**src/sv/cuid_pkg.sv**
```systemverilog
package cuid_pkg;

  // base36 digit cell
  localparam int unsigned DIG_W     = 6;
  localparam int unsigned DIG_IDX_W = 3;     // selects a digit of the widest field (8 digits)
  localparam int unsigned RADIX     = 36;
  localparam int unsigned CARRY_LIM = RADIX / 2;

  // field widths and digit counts
  localparam int unsigned TS_W        = 42;
  localparam int unsigned TS_DIGITS   = 8;
  localparam int unsigned PID_W       = 23;
  localparam int unsigned PID_DIGITS  = 5;
  localparam int unsigned HOST_W      = 13;
  localparam int unsigned HOST_DIGITS = 3;
  localparam int unsigned RAND_W      = 32;
  localparam int unsigned RAND_DIGITS = 4;
  localparam int unsigned CHAR_W      = 7;
  localparam int unsigned IN_DATA_W   = 136;
  localparam int unsigned OUT_DATA_W  = 8;

  localparam int unsigned COUNTER_DIGITS_DEF = 4;

  // random scaling: floor(r * 36^4 / (2^32 - 1)), saturated
  localparam int unsigned RAND_K   = 1679616;
  localparam int unsigned RAND_S_W = $clog2(RAND_K);

  // configuration
  localparam int unsigned CFG_IDX_W  = 1;
  localparam int unsigned CFG_DATA_W = HOST_W;
  localparam logic [CFG_IDX_W-1:0] REG_FORMAT_MODE = 1'b0;
  localparam logic [CFG_IDX_W-1:0] REG_HOST_SUM    = 1'b1;
  localparam logic [HOST_W-1:0]    HOST_RESET      = 13'd36;

  // characters
  localparam logic [CHAR_W-1:0] CHAR_C     = 7'h63;
  localparam logic [CHAR_W-1:0] CHAR_0     = 7'h30;
  localparam logic [CHAR_W-1:0] CHAR_9     = 7'h39;
  localparam logic [CHAR_W-1:0] CHAR_LO_A  = 7'h61;
  localparam logic [CHAR_W-1:0] CHAR_LO_Z  = 7'h7a;
  localparam logic [CHAR_W-1:0] CHAR_A_OFS = 7'h57;  // 'a' - 10

  function automatic longint unsigned pow36(input int unsigned k);
    longint unsigned p;
    p = 1;
    for (int unsigned i = 0; i < k; i++) begin
      p = p * RADIX;
    end
    return p;
  endfunction

  function automatic logic [CHAR_W-1:0] b36_char(input logic [DIG_W-1:0] d);
    logic [CHAR_W-1:0] c;
    if (d < DIG_W'(10)) begin
      c = CHAR_0 + CHAR_W'(d);
    end else begin
      c = CHAR_A_OFS + CHAR_W'(d);
    end
    return c;
  endfunction

endpackage

```
**src/sv/cuid_b36_conv.sv**
```systemverilog
// Bit-serial binary to base36: one input bit per cycle, MSB first, into a row
// of digit cells (double and add). Carry out of a cell is digit >= 18, so the
// cells do not ripple. Digits beyond NDIG are dropped (value mod 36^NDIG).
module cuid_b36_conv #(
  parameter int unsigned W    = 8,
  parameter int unsigned NDIG = 2
) (
  input  logic                                   clk_i,
  input  logic                                   rst_ni,
  input  logic                                   start_i,
  input  logic [W-1:0]                           value_i,
  output logic                                   busy_o,
  output logic [NDIG-1:0][cuid_pkg::DIG_W-1:0]   digits_o
);
  import cuid_pkg::*;

  localparam int unsigned CW = $clog2(W + 1);

  logic [CW-1:0]              cnt_q, cnt_d;
  logic [W-1:0]               sh_q, sh_d;
  logic [NDIG-1:0][DIG_W-1:0] dig_q, dig_d;
  logic [NDIG-1:0]            carry, cin;
  logic [DIG_W:0]             dbl;

  always_comb begin
    for (int k = 0; k < NDIG; k++) begin
      carry[k] = (dig_q[k] >= DIG_W'(CARRY_LIM));
    end
    cin[0] = sh_q[W-1];
    for (int k = 1; k < NDIG; k++) begin
      cin[k] = carry[k-1];
    end
  end

  always_comb begin
    cnt_d = cnt_q;
    sh_d  = sh_q;
    dig_d = dig_q;
    dbl   = '0;
    if (start_i) begin
      cnt_d = CW'(W);
      sh_d  = value_i;
      dig_d = '0;
    end else if (cnt_q != '0) begin
      cnt_d = cnt_q - 1'b1;
      sh_d  = {sh_q[W-2:0], 1'b0};
      for (int k = 0; k < NDIG; k++) begin
        dbl = {dig_q[k], 1'b0} + (DIG_W+1)'(cin[k]);
        if (carry[k]) begin
          dbl = dbl - (DIG_W+1)'(RADIX);
        end
        dig_d[k] = dbl[DIG_W-1:0];
      end
    end
  end

  always_ff @(posedge clk_i or negedge rst_ni) begin
    if (!rst_ni) begin
      cnt_q <= '0;
    end else begin
      cnt_q <= cnt_d;
    end
  end

  always_ff @(posedge clk_i) begin
    sh_q  <= sh_d;
    dig_q <= dig_d;
  end

  assign busy_o   = (cnt_q != '0);
  assign digits_o = dig_q;

endmodule

```
**src/sv/cuid_rand_scale.sv**
```systemverilog
// Shift-add multiply by 36^4 (one bit of r per cycle), then one correction
// step for the division by 2^32-1: s = q + (q + lo >= 2^32-1), saturated.
module cuid_rand_scale (
  input  logic                          clk_i,
  input  logic                          rst_ni,
  input  logic                          start_i,
  input  logic [cuid_pkg::RAND_W-1:0]   rand_i,
  output logic                          busy_o,
  output logic                          done_o,
  output logic [cuid_pkg::RAND_S_W-1:0] scaled_o
);
  import cuid_pkg::*;

  localparam int unsigned AW = RAND_W + RAND_S_W;
  localparam int unsigned CW = $clog2(RAND_W + 2);
  localparam logic [RAND_S_W-1:0] K_S   = RAND_S_W'(RAND_K);
  localparam logic [RAND_S_W-1:0] K_MAX = RAND_S_W'(RAND_K - 1);

  logic [CW-1:0]       cnt_q, cnt_d;
  logic                done_q, done_d;
  logic [RAND_W-1:0]   r_q, r_d;
  logic [AW-1:0]       acc_q, acc_d;
  logic [RAND_S_W-1:0] s_q, s_d;
  logic [RAND_W:0]     wsum;
  logic [RAND_S_W-1:0] sq;

  always_comb begin
    cnt_d  = cnt_q;
    done_d = 1'b0;
    r_d    = r_q;
    acc_d  = acc_q;
    s_d    = s_q;
    wsum   = {1'b0, acc_q[RAND_W-1:0]} + (RAND_W+1)'(acc_q[AW-1:RAND_W]);
    sq     = acc_q[AW-1:RAND_W] + RAND_S_W'(wsum >= (RAND_W+1)'({RAND_W{1'b1}}));
    if (start_i) begin
      cnt_d = CW'(RAND_W + 1);
      r_d   = rand_i;
      acc_d = '0;
    end else if (cnt_q > CW'(1)) begin
      cnt_d = cnt_q - 1'b1;
      r_d   = {r_q[RAND_W-2:0], 1'b0};
      acc_d = {acc_q[AW-2:0], 1'b0} + (r_q[RAND_W-1] ? AW'(K_S) : '0);
    end else if (cnt_q == CW'(1)) begin
      cnt_d  = '0;
      done_d = 1'b1;
      s_d    = (sq >= K_S) ? K_MAX : sq;
    end
  end

  always_ff @(posedge clk_i or negedge rst_ni) begin
    if (!rst_ni) begin
      cnt_q  <= '0;
      done_q <= 1'b0;
    end else begin
      cnt_q  <= cnt_d;
      done_q <= done_d;
    end
  end

  always_ff @(posedge clk_i) begin
    r_q   <= r_d;
    acc_q <= acc_d;
    s_q   <= s_d;
  end

  assign busy_o   = (cnt_q != '0) || done_q;
  assign done_o   = done_q;
  assign scaled_o = s_q;

endmodule

```
**src/sv/cuid_generator.sv**
```systemverilog
// From the accepting edge to tvalid of the first character: serial scaling of the
//   random words, a handoff to the converters, the bit-serial base36 conversion,
//   the exit from the wait state and the output register.
// A new item is taken only after the last character of the previous one has
//   been registered for output.
// Reset: sequence counter 0, format_mode 0 (cuid), host_sum 36, no item held.
module cuid_generator
  import cuid_pkg::*;
#(
  parameter int unsigned COUNTER_DIGITS = COUNTER_DIGITS_DEF
) (
  input  logic                       clk_i,
  input  logic                       rst_ni,
  // tdata: timestamp_ms[41:0], process_id[64:42], rand_a[96:65], rand_b[128:97]
  input  logic                       s_axis_tvalid,
  output logic                       s_axis_tready,
  input  logic [IN_DATA_W-1:0]       s_axis_tdata,
  // tdata: char_out[6:0]; tlast: last_char
  output logic                       m_axis_tvalid,
  input  logic                       m_axis_tready,
  output logic [OUT_DATA_W-1:0]      m_axis_tdata,
  output logic                       m_axis_tlast,
  input  logic                       cfg_we_i,
  input  logic [CFG_IDX_W-1:0]       cfg_idx_i,
  input  logic [CFG_DATA_W-1:0]      cfg_data_i
);

  // Counter wraps at 36^COUNTER_DIGITS; the stored value may equal the wrap.
  localparam longint unsigned WRAP_L = pow36(COUNTER_DIGITS);
  localparam int unsigned     CNT_W  = $clog2(WRAP_L + 1);
  localparam logic [CNT_W-1:0] CNT_WRAP = CNT_W'(WRAP_L);

  typedef enum logic [1:0] {ST_IDLE, ST_LOAD, ST_WAIT, ST_EMIT} state_e;
  typedef enum logic [3:0] {
    SEG_C, SEG_TS, SEG_CNT, SEG_PID0, SEG_PID1, SEG_HOST0, SEG_HOST1, SEG_RA, SEG_RB
  } seg_e;

  state_e               state_q;
  seg_e                 seg_q;
  logic [DIG_IDX_W-1:0] dig_q;
  logic [CNT_W-1:0]     seq_q;
  logic                 fmt_q;
  logic [HOST_W-1:0]    host_q;
  logic                 out_vld_q;
  logic [CHAR_W-1:0]    out_char_q;
  logic                 out_last_q;

  logic                 in_acc;
  logic [CNT_W-1:0]     cnt_use;

  // ---------------------------------------------------------------------------
  // Digit engines. Every field is converted in parallel; the random words go
  // through the serial scaler first.
  // ---------------------------------------------------------------------------
  logic [TS_DIGITS-1:0][DIG_W-1:0]      ts_digs;
  logic [PID_DIGITS-1:0][DIG_W-1:0]     pid_digs;
  logic [HOST_DIGITS-1:0][DIG_W-1:0]    host_digs;
  logic [COUNTER_DIGITS-1:0][DIG_W-1:0] cnt_digs;
  logic [RAND_DIGITS-1:0][DIG_W-1:0]    ra_digs, rb_digs;
  logic ts_busy, pid_busy, host_busy, cnt_busy, ra_busy, rb_busy;
  logic sa_busy, sb_busy, sa_done, sb_done;
  logic [RAND_S_W-1:0] sa_val, sb_val;
  logic all_idle;

  assign in_acc  = s_axis_tvalid & s_axis_tready;
  assign cnt_use = (seq_q >= CNT_WRAP) ? '0 : seq_q;

  cuid_b36_conv #(.W(TS_W), .NDIG(TS_DIGITS)) u_ts_conv (
    .clk_i, .rst_ni, .start_i(in_acc), .value_i(s_axis_tdata[41:0]),
    .busy_o(ts_busy), .digits_o(ts_digs)
  );

  cuid_b36_conv #(.W(PID_W), .NDIG(PID_DIGITS)) u_pid_conv (
    .clk_i, .rst_ni, .start_i(in_acc), .value_i(s_axis_tdata[64:42]),
    .busy_o(pid_busy), .digits_o(pid_digs)
  );

  cuid_b36_conv #(.W(HOST_W), .NDIG(HOST_DIGITS)) u_host_conv (
    .clk_i, .rst_ni, .start_i(in_acc), .value_i(host_q),
    .busy_o(host_busy), .digits_o(host_digs)
  );

  cuid_b36_conv #(.W(CNT_W), .NDIG(COUNTER_DIGITS)) u_cnt_conv (
    .clk_i, .rst_ni, .start_i(in_acc), .value_i(cnt_use),
    .busy_o(cnt_busy), .digits_o(cnt_digs)
  );

  cuid_rand_scale u_ra_scale (
    .clk_i, .rst_ni, .start_i(in_acc), .rand_i(s_axis_tdata[96:65]),
    .busy_o(sa_busy), .done_o(sa_done), .scaled_o(sa_val)
  );

  cuid_rand_scale u_rb_scale (
    .clk_i, .rst_ni, .start_i(in_acc), .rand_i(s_axis_tdata[128:97]),
    .busy_o(sb_busy), .done_o(sb_done), .scaled_o(sb_val)
  );

  cuid_b36_conv #(.W(RAND_S_W), .NDIG(RAND_DIGITS)) u_ra_conv (
    .clk_i, .rst_ni, .start_i(sa_done), .value_i(sa_val),
    .busy_o(ra_busy), .digits_o(ra_digs)
  );

  cuid_b36_conv #(.W(RAND_S_W), .NDIG(RAND_DIGITS)) u_rb_conv (
    .clk_i, .rst_ni, .start_i(sb_done), .value_i(sb_val),
    .busy_o(rb_busy), .digits_o(rb_digs)
  );

  assign all_idle = !(ts_busy | pid_busy | host_busy | cnt_busy |
                      sa_busy | sb_busy | ra_busy | rb_busy);

  // ---------------------------------------------------------------------------
  // Digit selection. Leading digits come from the highest nonzero cell; a
  // value with a single digit gives '0' as its second leading digit.
  // ---------------------------------------------------------------------------
  logic [DIG_IDX_W-1:0] pid_top, host_top, cnt_top;
  logic [DIG_W-1:0]     ts_sel, cnt_sel, ra_sel, rb_sel;
  logic [DIG_W-1:0]     pid_l0, pid_l1, host_l0, host_l1;
  logic [CHAR_W-1:0]    pid_c1, host_c1;

  always_comb begin
    pid_top  = '0;
    host_top = '0;
    cnt_top  = '0;
    for (int k = 0; k < PID_DIGITS; k++) begin
      if (pid_digs[k] != '0) pid_top = DIG_IDX_W'(k);
    end
    for (int k = 0; k < HOST_DIGITS; k++) begin
      if (host_digs[k] != '0) host_top = DIG_IDX_W'(k);
    end
    for (int k = 0; k < COUNTER_DIGITS; k++) begin
      if (cnt_digs[k] != '0) cnt_top = DIG_IDX_W'(k);
    end
  end

  always_comb begin
    ts_sel  = '0;
    cnt_sel = '0;
    ra_sel  = '0;
    rb_sel  = '0;
    pid_l0  = '0;
    pid_l1  = '0;
    host_l0 = '0;
    host_l1 = '0;
    for (int k = 0; k < TS_DIGITS; k++) begin
      if (dig_q == DIG_IDX_W'(k)) ts_sel = ts_digs[k];
    end
    for (int k = 0; k < COUNTER_DIGITS; k++) begin
      if (dig_q == DIG_IDX_W'(k)) cnt_sel = cnt_digs[k];
    end
    for (int k = 0; k < RAND_DIGITS; k++) begin
      if (dig_q == DIG_IDX_W'(k)) begin
        ra_sel = ra_digs[k];
        rb_sel = rb_digs[k];
      end
    end
    for (int k = 0; k < PID_DIGITS; k++) begin
      if (pid_top == DIG_IDX_W'(k))     pid_l0 = pid_digs[k];
      if (pid_top == DIG_IDX_W'(k + 1)) pid_l1 = pid_digs[k];
    end
    for (int k = 0; k < HOST_DIGITS; k++) begin
      if (host_top == DIG_IDX_W'(k))     host_l0 = host_digs[k];
      if (host_top == DIG_IDX_W'(k + 1)) host_l1 = host_digs[k];
    end
  end

  assign pid_c1  = (pid_top == '0)  ? CHAR_0 : b36_char(pid_l1);
  assign host_c1 = (host_top == '0) ? CHAR_0 : b36_char(host_l1);

  // ---------------------------------------------------------------------------
  // Character sequencer: segment plus digit index, one character per cycle
  // while the output register is free.
  // ---------------------------------------------------------------------------
  logic [CHAR_W-1:0]    ch;
  logic                 ch_last;
  seg_e                 seg_nx;
  logic [DIG_IDX_W-1:0] dig_nx;
  logic                 out_free;

  assign out_free = !out_vld_q || m_axis_tready;

  always_comb begin
    ch      = CHAR_C;
    ch_last = 1'b0;
    seg_nx  = seg_q;
    dig_nx  = dig_q - 1'b1;
    unique case (seg_q)
      SEG_C: begin
        ch     = CHAR_C;
        seg_nx = SEG_TS;
        dig_nx = DIG_IDX_W'(TS_DIGITS - 1);
      end
      SEG_TS: begin
        ch = b36_char(ts_sel);
        if (dig_q == '0) begin
          seg_nx = SEG_CNT;
          dig_nx = fmt_q ? cnt_top : DIG_IDX_W'(COUNTER_DIGITS - 1);
        end
      end
      SEG_CNT: begin
        ch = b36_char(cnt_sel);
        if (dig_q == '0) seg_nx = SEG_PID0;
      end
      SEG_PID0: begin
        ch     = b36_char(pid_l0);
        seg_nx = fmt_q ? SEG_HOST0 : SEG_PID1;
      end
      SEG_PID1: begin
        ch     = pid_c1;
        seg_nx = SEG_HOST0;
      end
      SEG_HOST0: begin
        ch = b36_char(host_l0);
        if (fmt_q) begin
          seg_nx = SEG_RA;
          dig_nx = DIG_IDX_W'(1);           // slug keeps the two low digits
        end else begin
          seg_nx = SEG_HOST1;
        end
      end
      SEG_HOST1: begin
        ch     = host_c1;
        seg_nx = SEG_RA;
        dig_nx = DIG_IDX_W'(RAND_DIGITS - 1);
      end
      SEG_RA: begin
        ch = b36_char(ra_sel);
        if (dig_q == '0) begin
          ch_last = fmt_q;
          seg_nx  = SEG_RB;
          dig_nx  = DIG_IDX_W'(RAND_DIGITS - 1);
        end
      end
      SEG_RB: begin
        ch = b36_char(rb_sel);
        if (dig_q == '0) ch_last = 1'b1;
      end
      default: begin
        ch      = CHAR_C;
        ch_last = 1'b1;
      end
    endcase
  end

  // ---------------------------------------------------------------------------
  // Control, counter and output register
  // ---------------------------------------------------------------------------
  always_ff @(posedge clk_i or negedge rst_ni) begin
    if (!rst_ni) begin
      state_q    <= ST_IDLE;
      seg_q      <= SEG_C;
      dig_q      <= '0;
      seq_q      <= '0;
      out_vld_q  <= 1'b0;
      out_last_q <= 1'b0;
      out_char_q <= '0;
    end else begin
      // while emitting, a taken character is always replaced by the next one
      if (m_axis_tready && (state_q != ST_EMIT)) out_vld_q <= 1'b0;
      unique case (state_q)
        ST_IDLE: begin
          if (in_acc) begin
            seq_q   <= cnt_use + 1'b1;
            state_q <= ST_LOAD;
          end
        end
        ST_LOAD: state_q <= ST_WAIT;
        ST_WAIT: begin
          if (all_idle) begin
            state_q <= ST_EMIT;
            seg_q   <= fmt_q ? SEG_TS : SEG_C;
            dig_q   <= DIG_IDX_W'(1);       // slug sends the two low timestamp digits, from digit 1
          end
        end
        ST_EMIT: begin
          if (out_free) begin
            out_vld_q  <= 1'b1;
            out_char_q <= ch;
            out_last_q <= ch_last;
            seg_q      <= seg_nx;
            dig_q      <= dig_nx;
            if (ch_last) state_q <= ST_IDLE;
          end
        end
        default: state_q <= ST_IDLE;
      endcase
    end
  end

  always_ff @(posedge clk_i or negedge rst_ni) begin
    if (!rst_ni) begin
      fmt_q  <= 1'b0;
      host_q <= HOST_RESET;
    end else if (cfg_we_i) begin
      unique case (cfg_idx_i)
        REG_FORMAT_MODE: fmt_q  <= cfg_data_i[0];
        REG_HOST_SUM:    host_q <= cfg_data_i;
        default: ;
      endcase
    end
  end

  assign s_axis_tready = (state_q == ST_IDLE);
  assign m_axis_tvalid = out_vld_q;
  assign m_axis_tdata  = {1'b0, out_char_q};
  assign m_axis_tlast  = out_last_q;

  // ---------------------------------------------------------------------------
  // Assertions
  // ---------------------------------------------------------------------------
  a_seq_range: assert property (@(posedge clk_i) disable iff (!rst_ni)
    seq_q <= CNT_WRAP)
    else $error("sequence counter past wrap");

  a_one_item: assert property (@(posedge clk_i) disable iff (!rst_ni)
    in_acc |=> !s_axis_tready)
    else $error("second item taken while one is in flight");

  a_char_set: assert property (@(posedge clk_i) disable iff (!rst_ni)
    m_axis_tvalid |-> (m_axis_tdata[7] == 1'b0) &&
      ((m_axis_tdata[6:0] >= CHAR_0 && m_axis_tdata[6:0] <= CHAR_9) ||
       (m_axis_tdata[6:0] >= CHAR_LO_A && m_axis_tdata[6:0] <= CHAR_LO_Z)))
    else $error("character outside base36 set");

  a_emit_ready: assert property (@(posedge clk_i) disable iff (!rst_ni)
    (state_q == ST_EMIT) |-> all_idle)
    else $error("characters sent while a digit engine runs");

endmodule

```
**config.mk**
```make
export PLATFORM = sky130hd
export DESIGN_NAME = cuid_generator
export DESIGN_NICKNAME = d
export VERILOG_FILES = /design/src/sv/cuid_pkg.sv /design/src/sv/cuid_b36_conv.sv /design/src/sv/cuid_rand_scale.sv /design/src/sv/cuid_generator.sv
export SDC_FILE = /design/constraint.sdc
export NUM_CORES = 2
export LEC_CHECK = 0
export BUFFER_PORTS_ARGS = -buffer_cell sky130_fd_sc_hd__buf_2
export CORE_UTILIZATION = 39
export DETAILED_ROUTE_END_ITERATION = 10
export PLACE_DENSITY = 0.55
export RECOVER_POWER = 25
export SETUP_SLACK_MARGIN = 0.02
export SLEW_MARGIN = 40
export SYNTH_ARGS = -nofsm -noshare
export SYNTH_HDL_FRONTEND = slang
export SYNTH_SLANG_ARGS = --single-unit
```
**constraint.sdc**
```tcl
create_clock -name clk_i -period 5.6 [get_ports clk_i]
set_input_delay 1.68 -clock clk_i [delete_from_list [all_inputs] [get_ports clk_i]]
set_output_delay 1.68 -clock clk_i [all_outputs]
set_load 0.005 [all_outputs]
```
==> run summary <==
Clock Power Share - 0.499
Syn-to-layout area delta - 12.64%
Synth top area cells - edfxtp_1 22%, dfxtp_1 15%, nand2_1 10%, dfrtp_1 7.1%, ha_1 5.0%
Worst hold path class - reg -> reg
CP required - 5.96 ns
Comb pwr share - 0.010
Top-level port count - 166
Most common cell in the netlist - nand2_1
Worst-Margin Slew - 2.582 ns
Die ar. - 87140 um^2
Top FF cell, synth - dfxtp_1
YS warnings - 0
Switching power of the nets - 1.932 mW
WP data arrival - 5.53 ns
Root Driver - clkbuf_16
Internal Pwr Total - 7.352 mW
Status - complete, but fails checks
Drt pass-1 iters - 5
Die height - 295.2 um
CP Capture Type - register
Hold-fix buffers, CTS - 0
Reg clk slew, reported paths - 0.06 ns
CTS Buffer Depth - 3
Placed cell count - 5031
WL final - 80930 um
Worst slew margin - -0.7216
Async S/R FF share, synth - 0.1611
RR Endpoint - u_ra_scale.scaled_o[11]$_SDFFCE_PP0P_
RSZ-0062 raised after global routing - no
Core area - 85150 um^2
Vias in the first global route - 25410
Clk_lat worst skew - 0.64 ns
First-pass GRT wire length - 133300 um
CTS H-tree lvls - 3
R2r worst-path depth - 21
CTS tree - yes
Post-Syn Instances - 3898
Failing checks - max-capacitance violations, max-slew violations
Clock period minus worst slack - 5.168 ns
Remaining DRCs - 0
Effective utilization at floorplan - 0.3937
DR vias - 26850
Mean Syn Cell Area - 8.600 um^2
Layout cell share with drive strength beyond 1 - 0.1083
P_leak - 15.11 nW
Row cnt - 107
Kind of critical path - reg -> reg
Input/output buffers - 157
Layout Nets - 4252
WL per Instance - 15.68 um
Cell variety after synth - 98
Half-perimeter wire length after placement - 54790 um
Period utilisation layout - 0.9228
Num CTS Buffers - 71
Die W - 295.2 um
Max IR drop VDD - 235.9 uV
Post-synth top cells - 912 x nand2_1, 286 x a21oi_1, 258 x dfxtp_1
GP Congestion - 0.8657
Synthesized Nets - 4189
PwrDens - 245.9 nW/um^2
Switching Share - 0.2081
CP Launch Point - u_ra_scale.acc_q[16]$_SDFFE_PP0N_
Largest net degree at the start of global routing - 107
Upper clock frequency limit - 193.5 MHz
Seq/Total Area, Yosys - 0.4478
Flop2flop setup slack - 0.43 ns
Synth area leader - edfxtp_1
Reg2Reg Launch Point - u_ra_scale.acc_q[16]$_SDFFE_PP0N_
Largest fanout on the critical path - 17
Max-Cap Viols - 6
Non-filler cells, final - 5162
Sink Count - 602
Setup violators final - 0
Vias per cell - 5.201
All-Layer GR Usage - 0.1850
DRT antenna net count - 0
Synth top area share - 0.2212
Fin Setup TNS - 0 ns
Final hold vios - 0
DRT iter0 DRCs - 1916
Number of synthesized flops with an enable pin - 247
Critical Path Start Type - register
Yosys reg bits - 602
Initial antenna violation count - 7
Crit path to - u_ra_scale.scaled_o[11]$_SDFFCE_PP0P_
Reg power frac - 0.492
Syn Std Cell Area - 33520 um^2
Clk_skew - 0.03223 ns
Congestion Overflow GR - 0
Pins over their slew limit - 256
-- per-layer routing --
metal  vias to the layer above  GRT usage  share of wire
li1                      13750          -              -
met1                     12530     0.2639           0.50
met5                         -          0        0.00057
met3                       106    0.03443          0.048
met2                       465     0.2850           0.43
met4                         8    0.05131          0.019
-- worst max-delay path, stage by stage (launching register included) --
cell      delay, ns
dfxtp_1        0.45
ha_1           0.32
nand2_1        0.11
nand2b_1       0.09
a21o_1         0.19
a21oi_1        0.20
or4b_2         0.66
a21boi_1       0.27
a21oi_1        0.10
o21a_1         0.18
o41ai_2        0.37
ha_1           0.23
ha_1           0.18
nand3_1        0.12
or2_2          0.34
nor3_1         0.28
nand3_1        0.13
xor2_1         0.16
inv_1          0.11
o211ai_1       0.10
buf_4          0.19
nor2b_1        0.14
-- layout by cell type (no fill, tap or decap), types with 27 or more instances in the layout --
cell type  Yosys  final
edfxtp_1     247    247
ha_1         134    133
nand2_1      912    909
and3_1        44     42
nor3_1        84     82
a21oi_1      286    286
or3_1         28     27
nand3_1       87     87
inv_1        156    156
mux2_2        59     59
xnor2_1      139    139
dfrtp_1       95     94
xor2_1        86     86
buf_4          1     48
buf_2          2    155
nor2b_1       42     42
nor2_1       242    240
and2_1        28     27
o211ai_1      49     49
clkbuf_1     202     27
nand4_1       29     29
o21ai_0      200    199
a211oi_1     101    101
clkbuf_16      0     73
dfxtp_1      258    258
-- kinds of logic after synthesis --
| family | count (synthesis) | share of synthesized area |
|---|---|---|
| mux | 64 | 0.02168 |
| simple gates | 1619 | 0.2144 |
| compound gates | 870 | 0.1625 |
| fa+ha+maj | 136 | 0.05121 |
| other cells | 1 | 0.0001119 |
| flops | 602 | 0.4478 |
| xor+xnor | 225 | 0.05878 |
| buf+inv | 381 | 0.04355 |
-- sequential cells by signal, summed over array words and instances (netlist names), 18 cells and up --
signal / flops
u_pid_conv.digits_o: 30
u_rb_scale.scaled_o: 21
seq_q: 21
u_rb_scale.r_q: 32
u_rb_conv.digits_o: 24
u_ra_scale.scaled_o: 21
u_ra_scale.r_q: 32
u_rb_scale.acc_q: 45
u_ra_conv.sh_q: 21
u_host_conv.digits_o: 18
u_rb_conv.sh_q: 21
u_ts_conv.sh_q: 42
u_ra_conv.digits_o: 24
u_ra_scale.acc_q: 45
u_ts_conv.digits_o: 48
u_cnt_conv.digits_o: 24
u_cnt_conv.sh_q: 21
u_pid_conv.sh_q: 23
-- timing repair --
| action | CTS | global route |
|---|---|---|
| setup buffers | 0 | 0 |
| resized for setup | 0 | 4 |
| setup endpoints to repair | 0 | 36 |
-- power by group through the flow --
stage | Clock, mW | Combinational [mW] | Sequential (mW)
floorplan | 0 | 0.0201 | 4.65
global placement | 0 | 0.0923 | 4.66
detailed placement | 0 | 0.0922 | 4.66
CTS | 4.78 | 0.0929 | 4.57
global route | 4.94 | 0.0999 | 4.57
finish | 4.63 | 0.0889 | 4.57
-- metrics by stage --
step	worst slack, ns	util	cell area [um^2]	hold WS (ns)	power (mW)
6_report	0.4323	0.4435	37760	0.4536	9.285
3_5_place_dp	0.2316	0.4159	35420	0.4606	4.750
5_1_grt	0.04665	0.4435	37760	0.4879	9.608
2_1_floorplan	0.4389	-	33520	0.4401	4.673
4_1_cts	0.2128	0.4432	37740	0.4524	9.438
3_3_place_gp	0.2442	0.4156	35390	0.4537	4.750
-- worst min path at each step --
stage | slack, ns | cells after the start | endpoint | start
final | 0.45 | 2 | u_rb_conv.digits_o[1]$_SDFFE_PP0P_ | u_rb_conv.digits_o[0]$_SDFFE_PP0P_
after global routing | 0.49 | 2 | u_ts_conv.digits_o[13]$_SDFFE_PP0P_ | u_ts_conv.digits_o[12]$_SDFFE_PP0P_
after CTS | 0.45 | 2 | u_rb_conv.digits_o[1]$_SDFFE_PP0P_ | u_rb_conv.digits_o[0]$_SDFFE_PP0P_
after detailed placement | 0.46 | 2 | u_ts_conv.digits_o[13]$_SDFFE_PP0P_ | u_ts_conv.digits_o[12]$_SDFFE_PP0P_
after global placement | 0.45 | 2 | u_ra_conv.digits_o[17]$_SDFFE_PP0P_ | u_ra_conv.digits_o[17]$_SDFFE_PP0P_
after floorplan | 0.44 | 2 | u_ra_conv.digits_o[17]$_SDFFE_PP0P_ | u_ra_conv.digits_o[17]$_SDFFE_PP0P_
-- final cells by class --
cell class	instances	area, um^2
Timing Repair Buffer	214	1237
Fill cell	8545	47380
Multi-Input combinational cell	2915	17160
Antenna cell	3	7.507
Tap cell	1144	1431
Clock inverter	26	312.8
Inverter	157	589.3
Clock buffer	101	2012
Sequential cell	602	15010
No activity file was read; power rests on OpenSTA's default activity.
